## src/rtl/core/assert_macros.svh

```systemverilog
// Assertion macros shared by the resampler RTL.
`ifndef ASSERT_MACROS_SVH
`define ASSERT_MACROS_SVH

// Same-cycle implication, disabled during reset
`define CRCR_ASSERT_IMPL(label, ck, rs, ante, cons, msg) \
  label: assert property (@(posedge ck) disable iff (rs) (ante) |-> (cons)) else $error(msg);

// Next-cycle implication, disabled during reset
`define CRCR_ASSERT_NEXT(label, ck, rs, ante, cons, msg) \
  label: assert property (@(posedge ck) disable iff (rs) (ante) |=> (cons)) else $error(msg);

`endif

```

## src/rtl/core/crcr_pkg.sv

```systemverilog
// Types and constants shared by the centreline resampler modules.
package crcr_pkg;

  localparam int MAX_STEPS = 31;
  localparam int KW     = 5;    // step and vertex index width
  localparam int PW     = 32;   // position width
  localparam int AW     = 16;   // attribute width
  localparam int MW     = 8;    // material width
  localparam int NATTR  = 5;    // interpolated attributes
  localparam int TDW    = 184;  // packed item width
  localparam int COEFW  = 37;   // spline coefficient / multiplier operand width
  localparam int PRODW  = 74;   // multiplier product width
  localparam int ACCW   = 64;   // numerator accumulator width
  localparam int DISTW  = 66;   // squared chord width
  localparam int SQW    = 75;   // squared step length width
  localparam int MONOW  = 15;   // monomial width (up to 31 cubed)
  localparam int DENW   = 17;   // divisor width
  localparam int QW     = 36;   // quotient bits produced
  localparam int RW     = 18;   // partial remainder width

  typedef enum logic [4:0] {
    OP_NONE, OP_LATCH, OP_LOAD, OP_COEF, OP_SQX, OP_SQZ, OP_SQL, OP_SINIT,
    OP_SSTEP, OP_NPOW1, OP_NPOW2, OP_MONO1, OP_MONO2, OP_PMAC, OP_PACC,
    OP_PDIV, OP_PSAVE, OP_AMUL, OP_ADIV, OP_ASAVE, OP_TAIL, OP_SHIFT
  } dp_op_t;

  typedef enum logic [4:0] {
    ST_IDLE, ST_DECIDE, ST_LOAD, ST_COEF, ST_SQX, ST_SQZ, ST_SQL, ST_SINIT,
    ST_SCHK, ST_NPOW1, ST_NPOW2, ST_MONO1, ST_MONO2, ST_PMAC, ST_PACC,
    ST_PDIV, ST_PWAIT, ST_AMUL, ST_ADIV, ST_AWAIT, ST_OUT, ST_TAIL, ST_TOUT,
    ST_SHIFT
  } state_t;

  typedef struct packed {
    dp_op_t        op;
    logic          seg_end;    // segment that ends on the input point
    logic          far_start;  // start neighbour is the older stored point
    logic [1:0]    axis;
    logic [2:0]    attr;
    logic [1:0]    term;
    logic [KW-1:0] k;
    logic [KW-1:0] n;
  } cmd_t;

  typedef struct packed {
    logic reached;   // squared step length covers the chord
    logic div_done;  // divider result ready
  } status_t;

endpackage

```

## src/rtl/core/crcr_ctrl.sv

```systemverilog
// Controller: sequences points, segments, vertices and the output handshake.
module crcr_ctrl (
  input  logic               clk,
  input  logic               rst,
  input  logic               in_valid,
  input  logic               in_last,
  output logic               in_ready,
  output logic               out_valid,
  input  logic               out_ready,
  output logic               out_last,
  output logic               out_clamped,
  input  crcr_pkg::status_t  status,
  output crcr_pkg::cmd_t     cmd
);

  localparam int KW = crcr_pkg::KW;

  crcr_pkg::state_t  state, state_next;
  logic [1:0]        seen, seen_next;
  logic              last_pt, last_pt_next;
  logic              seg_end, seg_end_next;
  logic              far, far_next;
  logic              clamped, clamped_next;
  logic [KW-1:0]     k, k_next;
  logic [KW-1:0]     n, n_next;
  logic [1:0]        axis, axis_next;
  logic [2:0]        attr, attr_next;
  logic [1:0]        term, term_next;
  crcr_pkg::dp_op_t  op;
  logic              seg_final;

  // state and counters
  always_ff @(posedge clk) begin
    if (rst) begin
      state   <= crcr_pkg::ST_IDLE;
      seen    <= 2'd0;
      last_pt <= 1'b0;
      seg_end <= 1'b0;
      far     <= 1'b0;
      clamped <= 1'b0;
      k       <= '0;
      n       <= '0;
      axis    <= '0;
      attr    <= '0;
      term    <= '0;
    end else begin
      state   <= state_next;
      seen    <= seen_next;
      last_pt <= last_pt_next;
      seg_end <= seg_end_next;
      far     <= far_next;
      clamped <= clamped_next;
      k       <= k_next;
      n       <= n_next;
      axis    <= axis_next;
      attr    <= attr_next;
      term    <= term_next;
    end
  end

  assign seg_final = (k == n - KW'(1));

  // next state and datapath commands
  always_comb begin
    state_next   = state;
    seen_next    = seen;
    last_pt_next = last_pt;
    seg_end_next = seg_end;
    far_next     = far;
    clamped_next = clamped;
    k_next       = k;
    n_next       = n;
    axis_next    = axis;
    attr_next    = attr;
    term_next    = term;
    op           = crcr_pkg::OP_NONE;
    unique case (state)
      crcr_pkg::ST_IDLE: begin
        if (in_valid) begin
          op           = crcr_pkg::OP_LATCH;
          last_pt_next = in_last;
          state_next   = crcr_pkg::ST_DECIDE;
        end
      end
      crcr_pkg::ST_DECIDE: begin
        if (seen >= 2'd2) begin
          seg_end_next = 1'b0;
          far_next     = (seen == 2'd3);
          state_next   = crcr_pkg::ST_LOAD;
        end else if (last_pt && seen == 2'd1) begin
          seg_end_next = 1'b1;
          far_next     = 1'b0;
          state_next   = crcr_pkg::ST_LOAD;
        end else if (last_pt) begin
          state_next = crcr_pkg::ST_TAIL;
        end else begin
          state_next = crcr_pkg::ST_SHIFT;
        end
      end
      crcr_pkg::ST_LOAD: begin
        op         = crcr_pkg::OP_LOAD;
        state_next = crcr_pkg::ST_COEF;
      end
      crcr_pkg::ST_COEF: begin
        op         = crcr_pkg::OP_COEF;
        state_next = crcr_pkg::ST_SQX;
      end
      crcr_pkg::ST_SQX: begin
        op         = crcr_pkg::OP_SQX;
        state_next = crcr_pkg::ST_SQZ;
      end
      crcr_pkg::ST_SQZ: begin
        op         = crcr_pkg::OP_SQZ;
        state_next = crcr_pkg::ST_SQL;
      end
      crcr_pkg::ST_SQL: begin
        op         = crcr_pkg::OP_SQL;
        state_next = crcr_pkg::ST_SINIT;
      end
      crcr_pkg::ST_SINIT: begin
        op         = crcr_pkg::OP_SINIT;
        k_next     = KW'(1);
        state_next = crcr_pkg::ST_SCHK;
      end
      // search the smallest step count whose span covers the chord, saturating at MAX_STEPS
      crcr_pkg::ST_SCHK: begin
        if (status.reached) begin
          n_next       = k;
          clamped_next = 1'b0;
          state_next   = crcr_pkg::ST_NPOW1;
        end else if (k == KW'(crcr_pkg::MAX_STEPS)) begin
          n_next       = k;
          clamped_next = 1'b1;
          state_next   = crcr_pkg::ST_NPOW1;
        end else begin
          op     = crcr_pkg::OP_SSTEP;
          k_next = k + KW'(1);
        end
      end
      crcr_pkg::ST_NPOW1: begin
        op         = crcr_pkg::OP_NPOW1;
        state_next = crcr_pkg::ST_NPOW2;
      end
      crcr_pkg::ST_NPOW2: begin
        op         = crcr_pkg::OP_NPOW2;
        k_next     = '0;
        state_next = crcr_pkg::ST_MONO1;
      end
      crcr_pkg::ST_MONO1: begin
        op         = crcr_pkg::OP_MONO1;
        state_next = crcr_pkg::ST_MONO2;
      end
      crcr_pkg::ST_MONO2: begin
        op         = crcr_pkg::OP_MONO2;
        axis_next  = '0;
        term_next  = '0;
        state_next = crcr_pkg::ST_PMAC;
      end
      crcr_pkg::ST_PMAC: begin
        op = crcr_pkg::OP_PMAC;
        if (term == 2'd3) begin
          state_next = crcr_pkg::ST_PACC;
        end else begin
          term_next = term + 2'd1;
        end
      end
      crcr_pkg::ST_PACC: begin
        op         = crcr_pkg::OP_PACC;
        state_next = crcr_pkg::ST_PDIV;
      end
      crcr_pkg::ST_PDIV: begin
        op         = crcr_pkg::OP_PDIV;
        state_next = crcr_pkg::ST_PWAIT;
      end
      crcr_pkg::ST_PWAIT: begin
        if (status.div_done) begin
          op = crcr_pkg::OP_PSAVE;
          if (axis == 2'd2) begin
            attr_next  = '0;
            state_next = crcr_pkg::ST_AMUL;
          end else begin
            axis_next  = axis + 2'd1;
            term_next  = '0;
            state_next = crcr_pkg::ST_PMAC;
          end
        end
      end
      crcr_pkg::ST_AMUL: begin
        op         = crcr_pkg::OP_AMUL;
        state_next = crcr_pkg::ST_ADIV;
      end
      crcr_pkg::ST_ADIV: begin
        op         = crcr_pkg::OP_ADIV;
        state_next = crcr_pkg::ST_AWAIT;
      end
      crcr_pkg::ST_AWAIT: begin
        if (status.div_done) begin
          op = crcr_pkg::OP_ASAVE;
          if (attr == 3'(crcr_pkg::NATTR - 1)) begin
            state_next = crcr_pkg::ST_OUT;
          end else begin
            attr_next  = attr + 3'd1;
            state_next = crcr_pkg::ST_AMUL;
          end
        end
      end
      // hold the vertex until taken, then advance
      crcr_pkg::ST_OUT: begin
        if (out_ready) begin
          if (!seg_final) begin
            k_next     = k + KW'(1);
            state_next = crcr_pkg::ST_MONO1;
          end else if (!seg_end && last_pt) begin
            seg_end_next = 1'b1;
            far_next     = 1'b1;
            state_next   = crcr_pkg::ST_LOAD;
          end else if (seg_end) begin
            state_next = crcr_pkg::ST_TAIL;
          end else begin
            state_next = crcr_pkg::ST_SHIFT;
          end
        end
      end
      crcr_pkg::ST_TAIL: begin
        op         = crcr_pkg::OP_TAIL;
        state_next = crcr_pkg::ST_TOUT;
      end
      crcr_pkg::ST_TOUT: begin
        if (out_ready) begin
          state_next = crcr_pkg::ST_SHIFT;
        end
      end
      crcr_pkg::ST_SHIFT: begin
        op         = crcr_pkg::OP_SHIFT;
        seen_next  = last_pt ? 2'd0 : ((seen == 2'd3) ? 2'd3 : seen + 2'd1);
        state_next = crcr_pkg::ST_IDLE;
      end
      default: state_next = crcr_pkg::ST_IDLE;
    endcase
  end

  // handshake and sideband outputs
  always_comb begin
    in_ready    = (state == crcr_pkg::ST_IDLE);
    out_valid   = (state == crcr_pkg::ST_OUT) || (state == crcr_pkg::ST_TOUT);
    out_last    = (state == crcr_pkg::ST_TOUT) ||
                  ((state == crcr_pkg::ST_OUT) && seg_final && !seg_end && !last_pt);
    out_clamped = (state == crcr_pkg::ST_OUT) && clamped;
    cmd.op        = op;
    cmd.seg_end   = seg_end;
    cmd.far_start = far;
    cmd.axis      = axis;
    cmd.attr      = attr;
    cmd.term      = term;
    cmd.k         = k;
    cmd.n         = n;
  end

endmodule

```

## config.mk

```make
export PLATFORM = sky130hd
export DESIGN_NAME = crcr_ctrl
export DESIGN_NICKNAME = d
export VERILOG_FILES = /design/src/rtl/core/assert_macros.svh /design/src/rtl/core/crcr_pkg.sv /design/src/rtl/core/crcr_ctrl.sv
export SDC_FILE = /design/constraint.sdc
export NUM_CORES = 1
export LEC_CHECK = 0
export ABC_AREA = 1
export BUFFER_PORTS_ARGS = -buffer_cell sky130_fd_sc_hd__clkbuf_2
export CAP_MARGIN = 20
export CELL_PAD_IN_SITES_DETAIL_PLACEMENT = 1
export CELL_PAD_IN_SITES_GLOBAL_PLACEMENT = 2
export CORE_MARGIN = 4
export CORE_UTILIZATION = 29
export CTS_BUF_LIST = sky130_fd_sc_hd__clkbuf_16
export DETAILED_ROUTE_END_ITERATION = 10
export PLACE_DENSITY_LB_ADDON = 0.25
export SETUP_SLACK_MARGIN = 0.1
export SYNTH_ARGS = -nofsm -noshare
export SYNTH_HDL_FRONTEND = slang
export SYNTH_SLANG_ARGS = --single-unit
```

## constraint.sdc

```tcl
create_clock -name clk -period 2.6 [get_ports clk]
set_clock_uncertainty 0.1 [all_clocks]
set_input_delay 0.52 -clock clk [delete_from_list [all_inputs] [get_ports clk]]
set_output_delay 0.52 -clock clk [all_outputs]
set_load 0.01 [all_outputs]
```

==> impl_metrics.yaml <==
detailed_routing:
  drt-wirelength-per-cell_um: 13.5
  drt-total-wl_um: 6600
  drt-initial-drc-count: 69
  drc: 0
  ant_nets: 0
  avgViaCountPerCell: 4.67
  drt_pass1_iterations: 4
  vias: 2289
timing:
  setup_tns_ns: 0
  layout_min_cycle_time_ns: 2.39
  final-setup-viol-count: 0
  fmax_mhz: 419
  slew_headroom_pct: 70.3
  finalCritPeriodShare_pct: 91.8
  drv_slew: 0
  worst_slew_pin_slew_ns: 0.445
  rsz0062_at_grt: "yes"
  hold_viol: 0
critical_path:
  path_max_fanout: 3
  crit_top_cell: "nand2_1"
  slowest_stage: "dfxtp_2"
  arrival_ns: 1.77
  start_kind: "register"
  slowest_delay_ns: 0.36
  cpLargestDelayFamily: "simple AND/OR/NAND/NOR gates"
  crit_chain: "inv_4 -> ha_4 -> inv_2 -> nand2_2 -> nand2_1 -> nor2_1 -> nand2_1 -> nor2_2 -> nand3_2 -> o31ai_4 -> buf_2"
  critPathKind: "register to output pin"
  cp-end-kind: "output pin"
  cp.required_ns: 1.98
  cp_num_buf_inv: 3
logic_synthesis:
  avgSynthCellArea_um2: 5.95
  ys_ff_latch: 28
  synthTopCellsByArea: "dfxtp_1 27%, nand2_1 18%, nor2_1 9.9%"
  ys_dominant_reg_cell: "dfxtp_1"
  seq_area_frac_synth_pct: 26.7
  synth_top_area_share_pct: 26.7
  async_flop_share_pct: 0
  synth_warnings: 0
  synthCells: 352
  yosysTopAreaCell: "dfxtp_1"
  netlist_area_um2: 2100
  synth-edff-count: 0
  syn_nets: 366
  ys_types: 29
power:
  powerDensity_nw_per_um2: 831
  peakVddDrop_mv: 0.287
  leakage_nw: 1.26
clock_network:
  clk_latency_ns: 0.27
  tritoncts: "yes"
  clock_sinks: 28
  cts_htree_levels: 1
  cts_made_buffers: 3
  hold_buffers: 0
  cts.clk_slew.worst_paths_ns: 0.07
  clk_path_buf_depth: 2
  root_buffer: "clkbuf_16"
layout:
  layout-drive-gt1-share_pct: 22.6
  diodes: 0
  fin_cells: 490
  syn_to_final_growth_pct: 23.2
  final_nets: 409
  nFillCells: 974
global_route:
  grt_use_met1_pct: 22.7
  gr-usage-met2_pct: 26.6
  grt_pass1_wl_um: 11300
  overflow: 0
  busiest_layer: "met2"
  grt_use_total_pct: 16.2
  grt_max_degree: 17
  antenna_found_initial: 0
  grt_pass1_vias: 2294
  grt_use_met3_pct: 2.33
status:
  status: "completed"
floorplan:
  rows: 30
  die-area_um2: 8650
  die_w_um: 93.0
  core-area_um2: 6910
  initial_core_util_pct: 30.3
  dieHeight_um: 93.0
  ios: 35
placement:
  hpwlAfterDp_um: 5400
  gp_routability_congestion: 0.827
  dpl.cell_count: 482
  port_buffers: 34
min_path:
  hold_class: "register to register"
flow_run:
  drv_cap: 0
==> cell usage in the layout (no fill, tap or decap), types with 4 or more instances in the layout <==
| cell | netlist | final |
|---|---|---|
| ha_1 | 7 | 4 |
| nor2_1 | 55 | 53 |
| clkbuf_2 | 0 | 33 |
| inv_1 | 46 | 43 |
| buf_4 | 2 | 10 |
| a21oi_1 | 25 | 25 |
| nand2_2 | 6 | 7 |
| o21ai_0 | 19 | 19 |
| nor3_1 | 8 | 8 |
| nand3_1 | 21 | 20 |
| nor3_2 | 4 | 4 |
| nor2_2 | 4 | 6 |
| inv_2 | 3 | 5 |
| dfxtp_2 | 0 | 5 |
| nand2_1 | 98 | 97 |
| dfxtp_1 | 28 | 21 |
==> cell families (layout without fill, tap and decap cells) <==
kind of cell             count (synthesis)  count (layout)  synth area share [%]
AO/OA/AOI/OAI                           51              51                  13.1
XOR/XNOR                                 3               3                  1.25
adder cells (fa/ha/maj)                  7               7                  4.18
buffers and inverters                   57              99                  11.4
flip-flops                              28              28                  26.7
AND/OR/NAND/NOR                        206             206                  43.3
==> worst register-to-register path, cell delays in order, from the launching register on <==
cell     delay, ns
dfxtp_2       0.36
inv_4         0.05
ha_4          0.26
inv_2         0.03
nand2_2       0.04
nand2_1       0.05
nor2_1        0.09
nand2_1       0.07
nor2_2        0.12
nand3_2       0.11
buf_4         0.15
buf_4         0.14
nand2_2       0.13
inv_1         0.07
nor2_1        0.08
nor2_1        0.05
==> registers in the layout (all words and copies together) (netlist names) <==
name,flops
attr,3
axis,2
clamped,1
far,1
k,5
last_pt,1
n,5
seen,2
seg_end,1
state,5
term,2
==> path summary, 6_finish.rpt <==
path,start,endpoint,slack [ns],depth (start not counted)
hold / removal,axis[0],axis[0],0.36,1
setup reg to reg,n[0],k[4],0.61,15
hold reg to reg,axis[0],axis[0],0.36,1
setup / recovery,n[0],out_last,0.21,11
==> synthesized netlist by cell type (4+ instances only) <==
master,n
nand2_1,98
nand3_1,21
nor2_1,55
nor3_2,4
nor3_1,8
ha_1,7
nand2_2,6
nor2_2,4
a21oi_1,25
inv_1,46
o21ai_0,19
dfxtp_1,28
==> cell type report <==
type / count / area (um^2) / area share [%]
multi-input combinational: 267 / 1340 / 51.9
sequential: 28 / 574 / 22.2
timing repair buffer: 44 / 245 / 9.50
inverter: 51 / 196 / 7.61
tap: 96 / 120 / 4.65
clock buffer: 3 / 75.1 / 2.91
clock inverter: 1 / 30.0 / 1.16
==> what timing repair did <==
action / CTS / global route
setup endpoints to repair: 1 / 5
gates resized for setup: 9 / 14
setup buffers: 3 / 1
pin swaps: 5 / 9
==> power by group <==
group | internal, mW | switching (mW) | total [mW]
clock | 0.307 | 0.164 | 0.471
combinational | 0.348 | 0.704 | 1.05
sequential | 0.510 | 0.112 | 0.622
==> routing by layer <==
| layer | vias up | share of wire, % |
|---|---|---|
| li1 | 1198 | - |
| met1 | 1058 | 51 |
| met2 | 29 | 46 |
| met3 | 4 | 2.7 |
| met4 | 0 | 0.83 |
| met5 | - | 0 |
==> metrics by stage <==
step | instance area (um^2) | setup WS (ns) | total power, mW | util (%) | hold WS, ns
finish | 2580 | 0.214 | 2.14 | 37.4 | 0.356
detailed placement | 2390 | 0.214 | 1.66 | 34.5 | 0.351
global route | 2580 | 0.0749 | 2.36 | 37.4 | 0.399
floorplan | 2100 | 0.291 | 1.36 | - | 0.353
global placement | 2390 | 0.308 | 1.66 | 34.5 | 0.344
CTS | 2540 | 0.0881 | 2.16 | 36.8 | 0.367
(Power assumes the default switching activity.)
